<file path="config.mk">
export PLATFORM = sky130hd
export DESIGN_NAME = utf8_xml_text_validator
export DESIGN_NICKNAME = d
export VERILOG_FILES = /design/src/rtl/core/utf8x_pkg.sv /design/src/rtl/core/utf8x_front.sv /design/src/rtl/core/utf8x_fifo.sv /design/src/rtl/core/utf8x_back.sv /design/src/rtl/core/utf8_xml_text_validator.sv
export SDC_FILE = /design/constraint.sdc
export NUM_CORES = 1
export LEC_CHECK = 0
export BUFFER_PORTS_ARGS = -buffer_cell sky130_fd_sc_hd__buf_4
export CAP_MARGIN = 10
export CORE_AREA = 8 8 118 120
export DETAILED_ROUTE_END_ITERATION = 7
export DIE_AREA = 0 0 126 128
export PLACE_DENSITY = 0.76
export SYNTH_ARGS = -nofsm -noshare
export SYNTH_HDL_FRONTEND = slang
export SYNTH_SLANG_ARGS = --single-unit
</file>
<file path="constraint.sdc">
create_clock -name clk -period 9.4 [get_ports clk]
set_input_delay 0.47 -clock clk [delete_from_list [all_inputs] [get_ports clk]]
set_output_delay 0.47 -clock clk [all_outputs]
set_load 0.02 [all_outputs]
</file>
<file path="src/rtl/core/utf8x_pkg.sv">
// utf8x_pkg: shared types and constants for the XML-text UTF-8 validator.
// Used by utf8x_front, utf8x_fifo, utf8x_back, utf8_xml_text_validator and utf8x_checker.
package utf8x_pkg;

  localparam logic [31:0] CP_LIMIT      = 32'h0011_0000;
  localparam logic [31:0] SURR_MASK     = 32'hFFFF_F800;
  localparam logic [31:0] SURR_BASE     = 32'h0000_D800;
  localparam logic [31:0] NONCHAR_LO    = 32'h0000_FDD0;
  localparam logic [31:0] NONCHAR_HI    = 32'h0000_FDEF;
  localparam logic [31:0] NONCHAR_END   = 32'h0000_FFFE;
  localparam logic [7:0]  CONT_TAG_MASK = 8'hC0;
  localparam logic [7:0]  CONT_TAG      = 8'h80;

  localparam int QDEPTH = 4;
  localparam int QPTR_BITS = $clog2(QDEPTH);

  localparam logic [2:0] LEN_BAD = 3'd0;

  // classified byte, front to back
  typedef struct packed {
    logic       take;      // byte goes through the sequence checker
    logic       emit;      // string ends after this byte
    logic       is_zero;
    logic       is_cont;
    logic [2:0] lead_len;  // LEN_BAD for an illegal lead byte
    logic [6:0] bits;      // lead payload bits, or raw low bits otherwise
  } byte_class_t;

  function automatic logic [2:0] needed_length(input logic [30:0] cp);
    logic [2:0] n;
    if (cp < 31'h80) n = 3'd1;
    else if (cp < 31'h800) n = 3'd2;
    else if (cp < 31'h1_0000) n = 3'd3;
    else if (cp < 31'h20_0000) n = 3'd4;
    else if (cp < 31'h400_0000) n = 3'd5;
    else n = 3'd6;
    return n;
  endfunction

  function automatic logic cp_allowed(input logic [30:0] cp);
    logic [31:0] w;
    logic        ok;
    w  = {1'b0, cp};
    ok = 1'b1;
    if (w >= CP_LIMIT) ok = 1'b0;
    if ((w & SURR_MASK) == SURR_BASE) ok = 1'b0;
    if (w >= NONCHAR_LO && w <= NONCHAR_HI) ok = 1'b0;
    if (w < 32'h20 && w != 32'h09 && w != 32'h0A && w != 32'h0D) ok = 1'b0;
    if ((w & NONCHAR_END) == NONCHAR_END) ok = 1'b0;
    return ok;
  endfunction

endpackage

</file>
<file path="src/rtl/core/utf8x_front.sv">
// utf8x_front: accepts bytes and classifies each one (lead length, payload,
// string end). Depends on utf8x_pkg.
module utf8x_front import utf8x_pkg::*; (
  input  logic        nul_terminated,
  input  logic [7:0]  data_byte,
  input  logic        last,
  output byte_class_t cls
);

  logic [2:0] len;
  logic [6:0] mask;

  always_comb begin
    len  = LEN_BAD;
    mask = 7'h7F;
    if (data_byte[7] == 1'b0) begin
      len = 3'd1; mask = 7'h7F;
    end else if (data_byte[7:5] == 3'b110) begin
      len = 3'd2; mask = 7'h1F;
    end else if (data_byte[7:4] == 4'b1110) begin
      len = 3'd3; mask = 7'h0F;
    end else if (data_byte[7:3] == 5'b11110) begin
      len = 3'd4; mask = 7'h07;
    end else if (data_byte[7:2] == 6'b111110) begin
      len = 3'd5; mask = 7'h03;
    end else if (data_byte[7:1] == 7'b1111110) begin
      len = 3'd6; mask = 7'h01;
    end
  end

  always_comb begin
    cls.is_zero  = (data_byte == 8'h00);
    cls.is_cont  = ((data_byte & CONT_TAG_MASK) == CONT_TAG);
    cls.lead_len = len;
    cls.bits     = data_byte[6:0] & mask;
    cls.take     = !(nul_terminated && cls.is_zero);
    cls.emit     = nul_terminated ? cls.is_zero : last;
  end

endmodule

</file>
<file path="src/rtl/core/utf8x_fifo.sv">
// utf8x_fifo: short queue of classified bytes between front and back.
// Depends on utf8x_pkg.
module utf8x_fifo import utf8x_pkg::*; (
  input  logic        clk,
  input  logic        rst,
  input  logic        push,
  input  byte_class_t push_data,
  output logic        full,
  input  logic        pop,
  output logic        not_empty,
  output byte_class_t pop_data
);

  byte_class_t          mem [QDEPTH];
  logic [QPTR_BITS-1:0] wr_ptr;
  logic [QPTR_BITS-1:0] rd_ptr;
  logic [QPTR_BITS:0]   count;

  assign full      = (count == (QPTR_BITS + 1)'(QDEPTH));
  assign not_empty = (count != '0);
  assign pop_data  = mem[rd_ptr];

  always_ff @(posedge clk) begin
    if (push) mem[wr_ptr] <= push_data;
  end

  always_ff @(posedge clk) begin
    if (rst) begin
      wr_ptr <= '0;
      rd_ptr <= '0;
      count  <= '0;
    end else begin
      if (push) wr_ptr <= wr_ptr + 1'b1;
      if (pop) rd_ptr <= rd_ptr + 1'b1;
      case ({push, pop})
        2'b10:   count <= count + 1'b1;
        2'b01:   count <= count - 1'b1;
        default: count <= count;
      endcase
    end
  end

endmodule

</file>
<file path="src/rtl/core/utf8x_back.sv">
// utf8x_back: sequence checker and valid-prefix counter, with the result
// register. Depends on utf8x_pkg.
module utf8x_back import utf8x_pkg::*; #(
  parameter int COUNT_BITS = 16
) (
  input  logic        clk,
  input  logic        rst,
  input  logic        q_valid,
  input  byte_class_t q_data,
  output logic        q_pop,
  output logic        out_valid,
  input  logic        out_ready,
  output logic        valid_res,
  output logic [15:0] prefix_length
);

  localparam int EXT_BITS = (COUNT_BITS > 16) ? COUNT_BITS : 16;

  logic                  error_seen, error_seen_next;
  logic [2:0]            bytes_remaining, bytes_remaining_next;
  logic [2:0]            sequence_length, sequence_length_next;
  logic [30:0]           partial_code_point, partial_code_point_next;
  logic [COUNT_BITS-1:0] valid_count, valid_count_next;

  logic [COUNT_BITS:0]   sum;
  logic [EXT_BITS-1:0]   cnt_ext;
  logic                  finish;

  assign q_pop = q_valid && (!q_data.emit || !out_valid || out_ready);

  always_comb begin
    error_seen_next         = error_seen;
    bytes_remaining_next    = bytes_remaining;
    sequence_length_next    = sequence_length;
    partial_code_point_next = partial_code_point;
    valid_count_next        = valid_count;
    finish                  = 1'b0;
    sum                     = '0;

    if (q_data.take && !error_seen) begin
      if (q_data.is_zero) begin
        error_seen_next = 1'b1;
      end else if (bytes_remaining != 3'd0) begin
        if (!q_data.is_cont) begin
          error_seen_next = 1'b1;
        end else begin
          partial_code_point_next = {partial_code_point[24:0], q_data.bits[5:0]};
          bytes_remaining_next    = bytes_remaining - 3'd1;
          finish                  = (bytes_remaining == 3'd1);
        end
      end else if (q_data.lead_len == LEN_BAD) begin
        error_seen_next = 1'b1;
      end else begin
        sequence_length_next    = q_data.lead_len;
        partial_code_point_next = {24'd0, q_data.bits};
        bytes_remaining_next    = q_data.lead_len - 3'd1;
        finish                  = (q_data.lead_len == 3'd1);
      end
    end

    if (finish) begin
      if (needed_length(partial_code_point_next) != sequence_length_next ||
          !cp_allowed(partial_code_point_next)) begin
        error_seen_next = 1'b1;
      end else begin
        sum = {1'b0, valid_count} + (COUNT_BITS + 1)'(sequence_length_next);
        valid_count_next = sum[COUNT_BITS] ? '1 : sum[COUNT_BITS-1:0];
      end
      bytes_remaining_next    = 3'd0;
      sequence_length_next    = 3'd0;
      partial_code_point_next = '0;
    end
  end

  assign cnt_ext = EXT_BITS'(valid_count_next);

  always_ff @(posedge clk) begin
    if (rst) begin
      error_seen         <= 1'b0;
      bytes_remaining    <= 3'd0;
      sequence_length    <= 3'd0;
      partial_code_point <= '0;
      valid_count        <= '0;
      out_valid          <= 1'b0;
    end else begin
      if (q_pop) begin
        if (q_data.emit) begin
          error_seen         <= 1'b0;
          bytes_remaining    <= 3'd0;
          sequence_length    <= 3'd0;
          partial_code_point <= '0;
          valid_count        <= '0;
        end else begin
          error_seen         <= error_seen_next;
          bytes_remaining    <= bytes_remaining_next;
          sequence_length    <= sequence_length_next;
          partial_code_point <= partial_code_point_next;
          valid_count        <= valid_count_next;
        end
      end
      if (q_pop && q_data.emit) out_valid <= 1'b1;
      else if (out_ready) out_valid <= 1'b0;
    end
  end

  always_ff @(posedge clk) begin
    if (q_pop && q_data.emit) begin
      valid_res     <= !error_seen_next && (bytes_remaining_next == 3'd0);
      prefix_length <= (cnt_ext > EXT_BITS'(16'hFFFF)) ? 16'hFFFF : cnt_ext[15:0];
    end
  end

endmodule

</file>
<file path="src/rtl/core/utf8_xml_text_validator.sv">
// utf8_xml_text_validator: top level of the XML-text UTF-8 validator.
// Depends on utf8x_pkg, utf8x_front, utf8x_fifo, utf8x_back.
//
//   channel  direction  handshake             payload
//   in       input      in_valid / in_ready   data_byte[7:0], last
//   out      output     out_valid / out_ready valid_res, prefix_length[15:0]
//   cfg      input      cfg_wr_en             cfg_wr_data (nul_terminated)
//
// One byte per cycle sustained while out_ready takes results. A result is presented
// from the edge that pops its ending byte; that byte is first written into the queue.
// The 4-entry queue takes bytes while a result waits on out_ready.
// rst is synchronous: clears the queue, string state and the mode register.
module utf8_xml_text_validator import utf8x_pkg::*; #(
  parameter int COUNT_BITS = 16
) (
  input  logic        clk,
  input  logic        rst,
  input  logic        cfg_wr_en,
  input  logic        cfg_wr_data,
  input  logic        in_valid,
  output logic        in_ready,
  input  logic [7:0]  data_byte,
  input  logic        last,
  output logic        out_valid,
  input  logic        out_ready,
  output logic        valid_res,
  output logic [15:0] prefix_length
);

  logic        nul_terminated;
  byte_class_t cls;
  byte_class_t q_data;
  logic        q_full;
  logic        q_valid;
  logic        q_pop;

  always_ff @(posedge clk) begin
    if (rst) nul_terminated <= 1'b0;
    else if (cfg_wr_en) nul_terminated <= cfg_wr_data;
  end

  assign in_ready = !q_full;

  utf8x_front u_front (
    .nul_terminated (nul_terminated),
    .data_byte      (data_byte),
    .last           (last),
    .cls            (cls)
  );

  utf8x_fifo u_fifo (
    .clk       (clk),
    .rst       (rst),
    .push      (in_valid && in_ready),
    .push_data (cls),
    .full      (q_full),
    .pop       (q_pop),
    .not_empty (q_valid),
    .pop_data  (q_data)
  );

  utf8x_back #(
    .COUNT_BITS (COUNT_BITS)
  ) u_back (
    .clk           (clk),
    .rst           (rst),
    .q_valid       (q_valid),
    .q_data        (q_data),
    .q_pop         (q_pop),
    .out_valid     (out_valid),
    .out_ready     (out_ready),
    .valid_res     (valid_res),
    .prefix_length (prefix_length)
  );

endmodule

</file>
==> impl_metrics.env, run 1 <==
export IMPL_cts_setup_buffers=0
export IMPL_grt_pass1_wl_um=28590
export IMPL_skew_ns=0.005314
export IMPL_design_area_mm2=0.007919
export IMPL_drtPass1Iterations=6
export IMPL_gp_congestion=0.9452
export IMPL_crit_path_start_kind="register"
export IMPL_ys_warn_count=0
export IMPL_synth_area_leader_cell="edfxtp_1"
export IMPL_layout_min_cycle_time_ns=6.413
export IMPL_area_growth_pct=12.98
export IMPL_worstHoldStart="data_byte[0]"
export IMPL_ir_drop_mv=0.1653
export IMPL_cts_tree="done"
export IMPL_drive_gt1_frac=0.1241
export IMPL_hold_violations=0
export IMPL_outcome="completed"
export IMPL_placement_cell_area_mm2=0.007313
export IMPL_ys_top_cells_by_area="edfxtp_1 31%, dfxtp_1 19%, nor2_1 4.7%"
export IMPL_rrSetupSlack_ns=2.99
export IMPL_syn_inst=694
export IMPL_rows=41
export IMPL_yosysMostFrequentCell="nor2_1"
export IMPL_cts_sinks=138
export IMPL_slew_violations=0
export IMPL_post_cts_resized=0
export IMPL_worstSetupEndpointType="register"
export IMPL_cts_buffer_depth=2
export IMPL_routed_wl_um=17410
export IMPL_avgSynthCellArea_um2=10.10
export IMPL_path_class="reg2reg"
export IMPL_io_buffer_count=33
export IMPL_core_area_mm2=0.01221
export IMPL_synth_net_count=725
export IMPL_ys_seq_area_frac=0.4984
export IMPL_max_slew_worst_pin_slew_ns=1.227
export IMPL_setup_viol=0
export IMPL_die_w_um=126
export IMPL_drv_cap=0
export IMPL_cp_required_ns=9.74
export IMPL_cts_buffers=17
export IMPL_drc_errors=0
export IMPL_post_route_period_util=0.6822
export IMPL_io_pins=34
export IMPL_netlist_area_leader_share=0.3127
export IMPL_grt_total_usage=0.2234
export IMPL_dp_hpwl_um=12230
export IMPL_diodes=0
export IMPL_dieArea_mm2=0.01613
export IMPL_vias_per_cell=6.435
export IMPL_ys_ff_latch=138
export IMPL_final_antenna_net_count=0
export IMPL_fillers=971
export IMPL_power_density_mw_per_mm2=313.6
export IMPL_hold_buffers=0
export IMPL_hold_class="in2reg"
export IMPL_rsz0062_at_grt="no"
export IMPL_synth_edf_count=73
export IMPL_synth_cell_types=74
export IMPL_fmax_mhz=155.9
export IMPL_die_h_um=128
export IMPL_grt_pass1_vias=5622
export IMPL_synthTopCellsByCount="87 x nor2_1, 73 x edfxtp_1, 65 x dfxtp_1"
export IMPL_syn_area_mm2=0.007009
export IMPL_grt_start_max_net_pins=54
export IMPL_antenna_found_initial=0
export IMPL_cp_arrival_ns=6.75
export IMPL_drt_first_iter_violations=611
export IMPL_async_flop_share=0
export IMPL_timing_slew_headroom=0.1818
export IMPL_clk_latency_ns=0.42
export IMPL_wire_per_inst_um=19.90
export IMPL_clk_pin_slew_ns=0.06
export IMPL_fin_tns_setup_ns=0
export IMPL_synthFlopType="edfxtp_1"
export IMPL_vias=5631
export IMPL_path_max_fanout=23
export IMPL_clockRootBuffer="clkbuf_16"
export IMPL_grt_overflow_total=0
export IMPL_ctsHtreeMaxLevel=4
export IMPL_final_nets=744
export IMPL_start_util=0.5741
export IMPL_p_leak_uw=0.002809
per-stage QoR:
stage                     hold WS, ns  total power [uW]  cells  setup slack, ns  utilization
after global placement         0.4739              1760    843            3.255       0.5984
after detailed placement       0.4944              1788    844            3.102       0.5990
after floorplan                0.4571              1510    694            4.219            -
after global routing           0.2591              2608    875            2.279       0.6486
after CTS                      0.2508              2478    875            3.035       0.6486
final                          0.2710              2483    875            2.987       0.6486
worst paths after layout:
path | endpoint | cells after the start
setup / recovery | u_back.valid_count[6] | 20
hold / removal | u_fifo.mem[2][0] | 1
setup reg to reg | u_back.valid_count[6] | 20
hold reg to reg | u_fifo.wr_ptr[1] | 2
power breakdown:
| group | total, uW | switching, uW | internal, uW |
|---|---|---|---|
| Combinational | 994 | 669 | 325 |
| Clock | 687 | 247 | 440 |
| Sequential | 802 | 73.4 | 729 |
flip-flops by register name, indices dropped and copies added (netlist names), 3 cells and up, named ones only:
name                       cells
u_back.valid_count            16
u_fifo.count                   3
u_back.partial_code_point     31
u_fifo.mem                    56
u_back.sequence_length         3
u_back.prefix_length          16
u_back.bytes_remaining         3
cell families (layout without fill, tap and decap cells):
family / count (synthesis) / count (layout) / share of synthesized area
AO/OA/AOI/OAI: 170 / 170 / 0.1696
XOR/XNOR: 6 / 6 / 0.01018
adder cells (fa/ha/maj): 16 / 16 / 0.03070
buffers and inverters: 65 / 96 / 0.03695
flip-flops: 138 / 138 / 0.4984
multiplexers: 33 / 33 / 0.06962
AND/OR/NAND/NOR: 266 / 266 / 0.1846
per-layer routing:
metal / share of wire / up-vias / global-route usage / wire length [um]
met5: 0 / - / 0 / 0
met2: 0.49 / 203 / 0.3671 / 8456
li1: - / 2652 / - / -
met1: 0.43 / 2751 / 0.2744 / 7561
met3: 0.060 / 25 / 0.05158 / 1051
met4: 0.020 / 0 / 0.1047 / 342
worst max-delay path, stage by stage (launching register included):
cell and delay, ns:
dfxtp_1 1.03, mux4_2 0.64, inv_1 0.13, ha_1 0.21, nand2_1 0.09, o221ai_1 0.68
o21ai_0 0.16, o21ai_0 0.30, ha_1 0.29, inv_1 0.06, fa_1 0.37, nor2b_1 0.20
o21a_1 0.18, nand3_1 0.17, nor2_1 0.21, nand2_1 0.10, nor2_1 0.22, nand3_1 0.57
a21oi_1 0.39, o211ai_1 0.13, o22ai_1 0.17
cell usage in the layout, fill, tap and decap left out, types with 6 or more instances in the layout:
| cell | netlist | final |
|---|---|---|
| nor2_1 | 87 | 87 |
| edfxtp_1 | 73 | 73 |
| dfxtp_1 | 65 | 65 |
| nand2_1 | 54 | 54 |
| buf_4 | 0 | 35 |
| a21oi_1 | 34 | 34 |
| nand3_1 | 32 | 32 |
| a22oi_1 | 32 | 32 |
| inv_1 | 30 | 30 |
| nor3_1 | 21 | 21 |
| o21ai_0 | 21 | 21 |
| clkbuf_16 | 0 | 17 |
| and3_1 | 14 | 14 |
| ha_1 | 14 | 14 |
| mux4_2 | 11 | 11 |
| mux2_2 | 10 | 10 |
| mux2i_1 | 9 | 9 |
| nor2b_1 | 8 | 8 |
| and2_1 | 8 | 8 |
| o221ai_1 | 7 | 7 |
| a2bb2oi_1 | 7 | 7 |
| o21ai_1 | 7 | 7 |
| or3_1 | 6 | 6 |
| nor4_1 | 6 | 6 |
| or4_1 | 6 | 6 |
| o211ai_1 | 6 | 6 |
| nand4_1 | 6 | 6 |
area by class of cell:
class | instances | area [um2] | area share
repair buffers | 35 | 262.8 | 0.03318
flip-flops and latches | 138 | 3493 | 0.4411
multi-input cells | 491 | 3257 | 0.4113
clock inverters | 13 | 176.4 | 0.02228
well taps | 150 | 187.7 | 0.02370
inverters | 30 | 112.6 | 0.01422
clock buffers | 18 | 429.2 | 0.05420
No activity file was read; power rests on OpenSTA's default activity.
==> run 2, diff against run 1 <==
Settings changed: ABC_AREA set to 1, CORE_AREA 8 8 118 120 to 8 8 122 124, DIE_AREA 0 0 126 128 to 0 0 130 132, PLACE_DENSITY 0.76 to 0.77.
Clock period 9.4 ns to 6.5 ns, I/O delays scaled along.
==> impl_metrics.env, run 2 <==
export IMPL_synth_top_family_by_area="simple AND/OR/NAND/NOR gates"
export IMPL_clockRootBuffer="clkbuf_16"
export IMPL_slowest_delay_ns=0.67
export IMPL_dp_hpwl_um=10650
export IMPL_ys_ff_latch=138
export IMPL_area_growth_pct=10.76
export IMPL_grt_pass1_vias=6003
export IMPL_ctsHtreeMaxLevel=4
export IMPL_path_max_fanout=27
export IMPL_cp_required_ns=6.68
export IMPL_synth_compound_area_share=0.09574
export IMPL_io_pins=34
export IMPL_path_class="reg2reg"
export IMPL_ys_top_cells_by_area="edfxtp_1 29%, dfxtp_1 17%, nand2_1 15%"
export IMPL_cp_endpoint="u_back.prefix_length[12]"
export IMPL_skew_ns=0.006801
export IMPL_crit_slowest_cell="dfxtp_1"
export IMPL_worstHoldStart="data_byte[0]"
export IMPL_grt_start_max_net_pins=65
export IMPL_synthSimpleGateAreaFrac=0.3114
export IMPL_rsz0062_at_grt="no"
export IMPL_routed_wl_um=16590
export IMPL_regMostFlops="u_fifo.mem"
export IMPL_die_h_um=132
export IMPL_synthTopCellsByCount="301 x nand2_1, 127 x inv_1, 85 x nor2_1"
export IMPL_hold_buffers=0
export IMPL_slew_violations=0
export IMPL_cp_arrival_ns=5.54
export IMPL_p_leak_uw=0.003662
export IMPL_die_w_um=130
export IMPL_netlist_area_leader_share=0.2882
export IMPL_timing_slew_headroom=0.2943
export IMPL_largestRegisters="u_fifo.mem x56, u_back.partial_code_point x31"
export IMPL_synth_area_leader_cell="edfxtp_1"
export IMPL_synth_net_count=1029
export IMPL_hold_path_depth=1
export IMPL_synth_cell_types=45
export IMPL_layout_min_cycle_time_ns=5.364
export IMPL_reg2reg_depth=26
export IMPL_syn_area_mm2=0.007606
export IMPL_synth_fa_ha_area_frac=0.02829
export IMPL_ys_warn_count=0
export IMPL_outcome="completed"
export IMPL_setup_viol=0
export IMPL_vias=6458
export IMPL_cts_tree="done"
export IMPL_placement_cell_area_mm2=0.007910
export IMPL_drtPass1Iterations=7
export IMPL_fillers=1146
export IMPL_cpMostUsedCell="inv_1"
export IMPL_ys_seq_area_frac=0.4593
export IMPL_drc_errors=0
export IMPL_post_route_period_util=0.8252
export IMPL_yosysMostFrequentCell="nand2_1"
export IMPL_grt_pass1_wl_um=27860
export IMPL_avgSynthCellArea_um2=7.621
export IMPL_design_area_mm2=0.008424
export IMPL_hold_class="in2reg"
export IMPL_clk_pin_slew_ns=0.06
export IMPL_drt_first_iter_violations=527
export IMPL_vias_per_cell=5.346
export IMPL_max_slew_worst_pin_slew_ns=1.057
export IMPL_diodes=0
export IMPL_cts_setup_buffers=0
export IMPL_start_util=0.5860
export IMPL_wire_per_inst_um=13.74
export IMPL_synth_xor_xnor_area_share=0.009212
export IMPL_power_total_uw=4458
export IMPL_post_cts_resized=0
export IMPL_gp_congestion=0.8525
export IMPL_grt_total_usage=0.2020
export IMPL_async_flop_share=0
export IMPL_io_buffer_count=33
export IMPL_hold_violations=0
export IMPL_grt_overflow_total=0
export IMPL_ir_drop_mv=0.3160
export IMPL_worstReg2RegEnd="u_back.prefix_length[12]"
export IMPL_final_cell_mix="300 x nand2_1, 127 x inv_1, 85 x nor2_1"
export IMPL_crit_path_start_kind="register"
export IMPL_dieArea_mm2=0.01716
export IMPL_core_area_mm2=0.01298
export IMPL_cts_buffers=17
export IMPL_syn_inst=998
export IMPL_fin_tns_setup_ns=0
export IMPL_synthFlopType="edfxtp_1"
export IMPL_clk_latency_ns=0.42
export IMPL_rrSetupSlack_ns=1.14
export IMPL_fmax_mhz=186.4
export IMPL_antenna_found_initial=0
export IMPL_worstSetupEndpointType="register"
export IMPL_rows=42
export IMPL_largest_reg_flops=56
export IMPL_muxShareOfSynthArea=0.001316
export IMPL_final_common_cell="nand2_1"
export IMPL_cts_buffer_depth=2
export IMPL_drv_cap=0
export IMPL_cts_sinks=138
export IMPL_final_antenna_net_count=0
export IMPL_final_nets=1050
export IMPL_power_density_mw_per_mm2=529.2
export IMPL_synth_edf_count=73
export IMPL_drive_gt1_frac=0.1114
## run 2: changes by cell type after synthesis, sizes merged, moves of 9 or more
cell   before  now
inv        30  132
nand2      55  319
a22oi      32    6
and3       14    0
mux2       13    0
nor3       21    7
a21oi      35   66
mux4       11    0
buf         9   18
nand3      32   85
## run 2: how the worst min path moves through the flow
stage | to
after detailed placement | u_fifo.count[0]
after global placement | u_fifo.count[0]
final | u_fifo.mem[3][0]
after floorplan | u_fifo.mem[0][0]
after CTS | u_fifo.mem[3][0]
after global routing | u_fifo.mem[1][0]
## run 2: worst max-delay path, delay by kind of cell, from the launching register on
family / cells / cell delay [ns]
AND/OR/NAND/NOR: 12 / 2.17
buffers and inverters: 8 / 0.92
adder cells (fa/ha/maj): 3 / 0.77
flip-flops: 1 / 0.67
AO/OA/AOI/OAI: 3 / 0.57
## run 2: final cells by class
cell class / instances / area (um2) / area share
clock buffer: 20 / 436.7 / 0.05183
clock inverter: 12 / 77.57 / 0.009208
timing repair buffer: 40 / 300.3 / 0.03565
sequential: 138 / 3493 / 0.4147
tap: 176 / 220.2 / 0.02614
inverter: 132 / 495.5 / 0.05881
multi-input combinational: 690 / 3401 / 0.4037
## run 2: cell families after synthesis
| family | count (synthesis) |
|---|---|
| buffers and inverters | 170 |
| AOI/OAI and AO/OA | 129 |
| adders and majority gates | 16 |
| muxes | 1 |
| and+or+nand+nor | 536 |
| xor gates and xnor gates | 8 |
| DFF | 138 |
## run 2: per-layer routing
metal  track usage  vias to the layer above  part of all wire
met3       0.04976                       25             0.058
li1              -                     3282                 -
met4       0.06779                        0             0.013
met2        0.3357                      187              0.48
met1        0.2492                     2964              0.45
met5             0                        -                 0
## run 2: stage by stage
stage,cells,hold slack [ns],worst slack [ns],util
CTS,1208,0.09997,1.175,0.6490
global placement,1176,0.4467,1.443,0.6094
finish,1208,0.1178,1.137,0.6490
detailed placement,1176,0.4519,1.292,0.6094
global route,1208,0.1083,0.6090,0.6490
floorplan,998,0.4239,1.867,-
## run 2: report_power, final
part | switching, uW | internal, uW | total [uW]
Clock | 361 | 483 | 844
Combinational | 1730 | 728 | 2460
Sequential | 68.7 | 1090 | 1150
Total | 2160 | 2300 | 4460
